File: src/cca_pkg.sv
// ----------------------------------------------------------------------------
// cca_pkg
// Shared types, calendar constants and the month length function of the
// calendar clock.
// ----------------------------------------------------------------------------
package cca_pkg;

  // field widths
  localparam int YearW = 16;
  localparam int MonW  = 4;
  localparam int DayW  = 5;
  localparam int HourW = 5;
  localparam int MinW  = 6;
  localparam int SecW  = 6;
  localparam int AdvW  = 8;
  // seconds sum: up to 63 + 255
  localparam int SumW  = 9;

  // packed stream widths
  localparam int InDataW  = 56;
  localparam int OutDataW = 48;

  // calendar limits
  localparam logic [SumW-1:0]  SecPerMin  = 9'd60;
  localparam logic [MinW-1:0]  MinPerHour = 6'd60;
  localparam logic [HourW-1:0] HourPerDay = 5'd24;
  localparam logic [MonW:0]    MonPerYear = 5'd12;
  localparam logic [DayW-1:0]  FirstDay   = 5'd1;
  localparam logic [MonW-1:0]  FirstMonth = 4'd1;

  // month numbers with a length other than 31 days
  localparam logic [MonW-1:0] MonFeb = 4'd2;
  localparam logic [MonW-1:0] MonApr = 4'd4;
  localparam logic [MonW-1:0] MonJun = 4'd6;
  localparam logic [MonW-1:0] MonSep = 4'd9;
  localparam logic [MonW-1:0] MonNov = 4'd11;

  // divisibility by 25: multiply by the inverse of 25 mod 2^16 and compare
  localparam logic [YearW-1:0] Div25Inv = 16'd23593;
  localparam logic [YearW-1:0] Div25Max = 16'd2621;

  // reset time 2000-01-01 00:00:00
  localparam logic [YearW-1:0] ResetYear = 16'd2000;

  typedef struct packed {
    logic [YearW-1:0] year;
    logic [MonW-1:0]  month;
    logic [DayW-1:0]  day;
    logic [HourW-1:0] hours;
    logic [MinW-1:0]  minutes;
    logic [SecW-1:0]  seconds;
  } cal_time_t;

  // days in a month; unknown month codes count as 31 days
  function automatic logic [DayW-1:0] month_days(input logic [MonW-1:0] month,
                                                 input logic leap);
    logic [DayW-1:0] days;
    case (month) inside
      MonApr, MonJun, MonSep, MonNov: days = 5'd30;
      MonFeb:                         days = leap ? 5'd29 : 5'd28;
      default:                        days = 5'd31;
    endcase
    return days;
  endfunction

endpackage

File: src/calendar_clock_advance_top.sv
// ----------------------------------------------------------------------------
// calendar_clock_advance_top
// Calendar clock: loads a new time or advances by 0 to 255 seconds, with
// carries through minutes, hours, days, months and years.
// ----------------------------------------------------------------------------
// channel  direction  tdata                                 tuser
// s_axis   in         adv, year, month, day, hour, min, sec mode
// m_axis   out        year, month, day, hour, min, sec      -
//
// A load passes the time register, then the result register. An advance
// makes n = (seconds + advance) / 60 passes (at most 5) of the shared carry
// unit, one per minute carried. The input is ready again as the result
// register loads. Reset gives 2000-01-01 00:00:00.
// A new item is taken while a result still waits on m_axis; a stalled
// output holds the sequencer in its last state until the register frees.
// ----------------------------------------------------------------------------
module calendar_clock_advance_top (
  input  logic                          clk_i,
  input  logic                          rst_ni,
  input  logic                          s_axis_tvalid,
  output logic                          s_axis_tready,
  // advance_seconds[7:0], set_year[23:8], set_month[27:24], set_day[32:28],
  // set_hours[37:33], set_minutes[43:38], set_seconds[49:44], zero pad
  input  logic [cca_pkg::InDataW-1:0]   s_axis_tdata,
  // mode[0]
  input  logic                          s_axis_tuser,
  output logic                          m_axis_tvalid,
  input  logic                          m_axis_tready,
  // now_year[15:0], now_month[19:16], now_day[24:20], now_hours[29:25],
  // now_minutes[35:30], now_seconds[41:36], zero pad
  output logic [cca_pkg::OutDataW-1:0]  m_axis_tdata
);
  import cca_pkg::*;

  localparam logic [1:0] StIdle   = 2'd0;
  localparam logic [1:0] StRun    = 2'd1;
  localparam logic [1:0] StFinish = 2'd2;

  logic [1:0]          state_d, state_q;
  cal_time_t           time_d, time_q;
  cal_time_t           step_nxt;
  logic [SumW-1:0]     sum_d, sum_q;
  logic                leap;
  logic                in_xfer;
  logic                out_free;
  logic                oval_d, oval_q;
  logic [OutDataW-1:0] odata_d, odata_q;
  cal_time_t           ld_time;

  // input field unpack
  assign ld_time.year    = s_axis_tdata[23:8];
  assign ld_time.month   = s_axis_tdata[27:24];
  assign ld_time.day     = s_axis_tdata[32:28];
  assign ld_time.hours   = s_axis_tdata[37:33];
  assign ld_time.minutes = s_axis_tdata[43:38];
  assign ld_time.seconds = s_axis_tdata[49:44];

  assign s_axis_tready = (state_q == StIdle);
  assign in_xfer       = s_axis_tvalid && s_axis_tready;
  assign out_free      = !oval_q || m_axis_tready;

  cca_leap u_leap (
    .clk_i  (clk_i),
    .rst_ni (rst_ni),
    .year_i (time_q.year),
    .leap_o (leap)
  );

  cca_step u_step (
    .cur_i  (time_q),
    .leap_i (leap),
    .nxt_o  (step_nxt)
  );

  // sequencer
  always_comb begin
    state_d = state_q;
    time_d  = time_q;
    sum_d   = sum_q;
    oval_d  = oval_q;
    odata_d = odata_q;
    if (oval_q && m_axis_tready) begin
      oval_d = 1'b0;
    end
    unique case (state_q)
      StIdle: begin
        if (in_xfer) begin
          if (s_axis_tuser) begin
            time_d  = ld_time;
            state_d = StFinish;
          end else begin
            sum_d   = {3'b000, time_q.seconds} + {1'b0, s_axis_tdata[AdvW-1:0]};
            state_d = StRun;
          end
        end
      end
      StRun: begin
        if (sum_q >= SecPerMin) begin
          time_d = step_nxt;
          sum_d  = sum_q - SecPerMin;
        end else begin
          time_d.seconds = sum_q[SecW-1:0];
          state_d        = StFinish;
        end
      end
      StFinish: begin
        if (out_free) begin
          oval_d  = 1'b1;
          odata_d = {6'b000000, time_q.seconds, time_q.minutes, time_q.hours,
                     time_q.day, time_q.month, time_q.year};
          state_d = StIdle;
        end
      end
      default: state_d = StIdle;
    endcase
  end

  // control and time registers
  always_ff @(posedge clk_i or negedge rst_ni) begin
    if (!rst_ni) begin
      state_q <= StIdle;
      oval_q  <= 1'b0;
      time_q  <= '{year: ResetYear, month: FirstMonth, day: FirstDay,
                   hours: '0, minutes: '0, seconds: '0};
    end else begin
      state_q <= state_d;
      oval_q  <= oval_d;
      time_q  <= time_d;
    end
  end

  // payload registers
  always_ff @(posedge clk_i) begin
    sum_q   <= sum_d;
    odata_q <= odata_d;
  end

  assign m_axis_tvalid = oval_q;
  assign m_axis_tdata  = odata_q;

endmodule

File: src/cca_leap.sv
// ----------------------------------------------------------------------------
// cca_leap
// Registered leap-year flag of the current year (Gregorian rule).
// ----------------------------------------------------------------------------
module cca_leap (
  input  logic                    clk_i,
  input  logic                    rst_ni,
  input  logic [cca_pkg::YearW-1:0] year_i,
  output logic                    leap_o
);
  import cca_pkg::*;

  logic [YearW-1:0] prod;
  logic             div25;
  logic             leap_d, leap_q;

  // year divisible by 25 when year * inv(25) mod 2^16 stays small
  assign prod   = year_i * Div25Inv;
  assign div25  = (prod <= Div25Max);
  // by 4, and not by 100 unless by 400
  assign leap_d = (year_i[1:0] == 2'b00) && (!div25 || (year_i[3:0] == 4'b0000));

  always_ff @(posedge clk_i or negedge rst_ni) begin
    if (!rst_ni) begin
      leap_q <= 1'b1;
    end else begin
      leap_q <= leap_d;
    end
  end

  assign leap_o = leap_q;

endmodule

File: src/cca_step.sv
// ----------------------------------------------------------------------------
// cca_step
// Shared carry unit: adds one minute to the time and ripples the carry
// through hours, days, months and years.
// ----------------------------------------------------------------------------
module cca_step (
  input  cca_pkg::cal_time_t cur_i,
  input  logic               leap_i,
  output cca_pkg::cal_time_t nxt_o
);
  import cca_pkg::*;

  logic [MinW-1:0]  min_inc;
  logic [HourW-1:0] hour_inc;
  logic [DayW:0]    day_inc;
  logic [MonW:0]    mon_inc;
  logic [DayW-1:0]  mdays;

  assign min_inc  = cur_i.minutes + 6'd1;
  assign hour_inc = cur_i.hours + 5'd1;
  assign day_inc  = {1'b0, cur_i.day} + 6'd1;
  assign mon_inc  = {1'b0, cur_i.month} + 5'd1;
  assign mdays    = month_days(cur_i.month, leap_i);

  // carry ripple
  always_comb begin
    nxt_o = cur_i;
    if (min_inc < MinPerHour) begin
      nxt_o.minutes = min_inc;
    end else begin
      nxt_o.minutes = '0;
      if (hour_inc < HourPerDay) begin
        nxt_o.hours = hour_inc;
      end else begin
        nxt_o.hours = '0;
        if (day_inc <= {1'b0, mdays}) begin
          nxt_o.day = day_inc[DayW-1:0];
        end else begin
          nxt_o.day = FirstDay;
          if (mon_inc <= MonPerYear) begin
            nxt_o.month = mon_inc[MonW-1:0];
          end else begin
            nxt_o.month = FirstMonth;
            nxt_o.year  = cur_i.year + 16'd1;
          end
        end
      end
    end
  end

endmodule

File: config.mk
export PLATFORM = sky130hd
export DESIGN_NAME = calendar_clock_advance_top
export DESIGN_NICKNAME = d
export VERILOG_FILES = /design/src/cca_pkg.sv /design/src/calendar_clock_advance_top.sv /design/src/cca_leap.sv /design/src/cca_step.sv
export SDC_FILE = /design/constraint.sdc
export NUM_CORES = 1
export LEC_CHECK = 0
export ABC_AREA = 1
export BUFFER_PORTS_ARGS = -buffer_cell sky130_fd_sc_hd__buf_2
export CAP_MARGIN = 25
export CORE_MARGIN = 2
export CORE_UTILIZATION = 43
export DETAILED_ROUTE_END_ITERATION = 6
export GPL_ROUTABILITY_DRIVEN = 1
export PLACE_DENSITY_LB_ADDON = 0.25
export SYNTH_ARGS = -nofsm -noshare
export SYNTH_HDL_FRONTEND = slang
export SYNTH_SLANG_ARGS = --single-unit
File: constraint.sdc
create_clock -name clk_i -period 5.4 [get_ports clk_i]
set_input_delay 0.81 -clock clk_i [delete_from_list [all_inputs] [get_ports clk_i]]
set_output_delay 0.81 -clock clk_i [all_outputs]
set_load 0.03 [all_outputs]
==> flow_metrics.py <==
metrics = {
    "status": {
        "status": "finished, final reports clean",
    },
    "synthesis": {
        "synthAdderAreaFrac": 0.1978,
        "synth_top_family_by_area": "simple AND/OR/NAND/NOR gates",
        "yosysSeqAreaShare": 0.3857,
        "synth_top_cell_area_share": 0.2193,
        "synth_mux_area_frac": 0,
        "synth_seq_cells": 97,
        "syn_avg_cell_area_um2": 8.497,
        "synth-compound-area-share": 0.06396,
        "synth_xor_xnor_area_share": 0.03135,
        "synth_top_area_cell": "edfxtp_1",
        "synthSimpleGateAreaFrac": 0.2395,
        "yosys.cell_types.count": 43,
        "synthCells": 822,
        "synth_area_leaders": "edfxtp_1, ha_1, nand2_1, dfrtp_1, inv_1",
        "syn_area_um2": 6984,
        "yosys_warnings": 0,
    },
    "clock_network": {
        "cts_setup_buffers": 0,
        "cts_resized": 0,
        "cts_buffers": 9,
        "h-tree-depth": 3,
        "cts_buffer_depth": 2,
        "cts_sinks": 97,
        "cts.clk_slew.worst_paths_ns": 0.07,
        "postCtsHoldBufs": 0,
        "root_buffer": "clkbuf_16",
        "cts_tree": "yes",
        "clock_latency_ns": 0.34,
    },
    "routing": {
        "drc": 0,
        "drt-total-wl_um": 15100,
        "antenna_left": 0,
        "num_vias": 5501,
        "drt-pass1-iter-count": 5,
        "wire_per_inst_um": 13.22,
        "drtIter0Drc": 282,
        "vias_per_cell": 4.817,
    },
    "floorplanning": {
        "coreArea_um2": 15890,
        "die_area_um2": 17280,
        "num_rows": 46,
        "initial_core_util": 0.4397,
        "die_w_um": 131.4,
        "die_h_um": 131.4,
        "io_pins": 111,
    },
    "place": {
        "dpl.hpwl_um": 11150,
        "place_area_um2": 7675,
        "place_congestion": 0.8281,
        "io_buffers": 98,
    },
    "layout": {
        "drive_gt1_frac": 0.1611,
        "postLayoutCoreUtil": 0.5020,
        "fin_nets": 1080,
        "multi_input_area_um2": 3750,
        "syn_to_final_growth_pct": 14.17,
        "seq_area_um2": 2694,
        "design_area_um2": 7974,
        "fill_cells": 1540,
    },
    "grt": {
        "track_usage": 0.1812,
        "grt_max_degree": 59,
        "grt-ovfl-total": 0,
        "grt_pass1_vias": 5196,
        "antenna_found_initial": 1,
        "grt_pass1_wl_um": 25590,
    },
    "timing": {
        "period_minus_slack_ns": 4.364,
        "slew_viol_final": 0,
        "fin_crit_sh": 0.8082,
        "relSlewSlack": 0.3298,
        "tightest_slew_ns": 1.004,
        "setup_tns_ns": 0,
        "rsz0062_at_grt": "false",
        "final_hold_viol_count": 0,
        "setup_violations": 0,
        "fmax_mhz": 229.1,
        "finalClockSkew_ns": 0.005508,
    },
    "setup_path": {
        "regToRegSetupSlack_ns": 1.04,
        "start_kind": "register",
        "rr_endpoint": "u_leap.leap_o$_DFF_PN1_",
        "ff2ff_path_depth": 17,
        "critPathKind": "register to register",
        "timing.critical_path.from": "time_q[28]$_DFFE_PN0P_",
        "setup.worst_path.end": "u_leap.leap_o$_DFF_PN1_",
        "reg2reg_from": "time_q[28]$_DFFE_PN0P_",
        "arrival_ns": 4.64,
        "worstPathRequired_ns": 5.67,
        "critPathCaptureType": "register",
        "worstPathMaxFanout": 10,
    },
    "worst_hold_path": {
        "min_path_type": "register to register",
    },
    "flow_run": {
        "drv_cap": 0,
    },
}
-- sequential cells by signal, indices dropped and copies added (netlist names) --
signal and flops:
m_axis_tvalid 1, m_axis_tdata 42, state_q 2, u_leap.leap_o 1, sum_q 9, time_q 42
-- cells in the final DEF, fill, tap and decap left out, types with 4 or more instances in the layout --
cell type / count
nand2_1: 252
inv_1: 113
buf_2: 99
ha_1: 80
nand3_1: 53
edfxtp_1: 51
nor2_1: 40
o21ai_0: 39
dfrtp_1: 37
fa_1: 19
xor2_1: 17
a21oi_1: 16
nand4_1: 12
clkbuf_16: 9
dfstp_2: 9
xnor2_1: 8
nor3_1: 6
o21ai_1: 6
conb_1: 6
nand2_2: 4
buf_4: 4
-- how the worst min path moves through the flow --
stage,start,to,slack (ns),depth (start not counted)
2_1_floorplan,time_q[16]$_DFFE_PN0P_,m_axis_tdata[29]$_DFFE_PP_,0.42,0
3_3_place_gp,time_q[16]$_DFFE_PN0P_,m_axis_tdata[29]$_DFFE_PP_,0.45,0
3_5_place_dp,time_q[16]$_DFFE_PN0P_,m_axis_tdata[29]$_DFFE_PP_,0.45,0
4_1_cts,time_q[16]$_DFFE_PN0P_,m_axis_tdata[29]$_DFFE_PP_,0.47,0
5_1_grt,time_q[16]$_DFFE_PN0P_,m_axis_tdata[29]$_DFFE_PP_,0.48,0
6_report,time_q[11]$_DFFE_PN0P_,m_axis_tdata[35]$_DFFE_PP_,0.47,0
-- per-layer routing --
metal	vias to the layer above	global-route usage	routed length, um
met4	2	0.03563	134
li1	2860	-	-
met3	12	0.04282	904
met5	-	0	12
met2	118	0.2868	6876
met1	2509	0.2553	7175
-- cell usage after synthesis, drive strengths merged --
library cell  number
fa                19
conb               1
xnor2              8
clkbuf             5
o22ai              2
o2bb2ai            3
o21a               2
o32ai              1
nor3               8
dfstp              9
xor2              17
nand4             12
or2                3
nor3b              1
a21o               2
o31ai              1
a22oi              1
edfxtp            51
a21boi             1
nand3             54
inv              116
dfrtp             37
o211ai             2
nor2              46
buf               16
a21oi             16
nand3b             1
o21ai             45
nand2            259
o21bai             3
ha                80
-- worst max-delay path, stage by stage (launching register included) --
cell and delay [ns]:
dfrtp_1 0.57, inv_1 0.09, ha_1 0.30, ha_1 0.30
fa_1 0.50, inv_1 0.05, fa_1 0.48, fa_1 0.54
inv_1 0.04, ha_1 0.28, ha_1 0.39, nand2_1 0.07
or2_2 0.28, nand3_1 0.10, inv_1 0.04, nand2_1 0.05
nand2_1 0.05, a21oi_1 0.15
-- layout make-up --
class | instances | area share
tap | 216 | 0.03389
antenna | 1 | 0.0003138
sequential | 97 | 0.3378
timing repair buffer | 103 | 0.06590
clock buffer | 9 | 0.02824
clock inverter | 7 | 0.008944
inverter | 116 | 0.05461
multi-input combinational | 593 | 0.4703
-- metrics by stage --
stage          worst slack, ns  hold slack, ns  instances
6_report                 1.036          0.4736       1142
5_1_grt                 0.7651          0.4780       1141
4_1_cts                 0.9964          0.4660       1141
3_5_place_dp             1.019          0.4503       1125
3_3_place_gp             1.021          0.4468       1124
2_1_floorplan            1.344          0.4249        827
-- cells by family (layout without fill, tap and decap cells) --
family                     after synthesis  in the layout
AOI/OAI and AO/OA                       79             79
xor gates and xnor gates                25             25
adders and majority gates               99             99
buffers and inverters                  137            235
DFF                                     97             97
other                                    1              7
and+or+nand+nor                        384            384
Power is not shown: default switching activity piles up to over one toggle a cycle in this logic, so the estimate is an artifact.
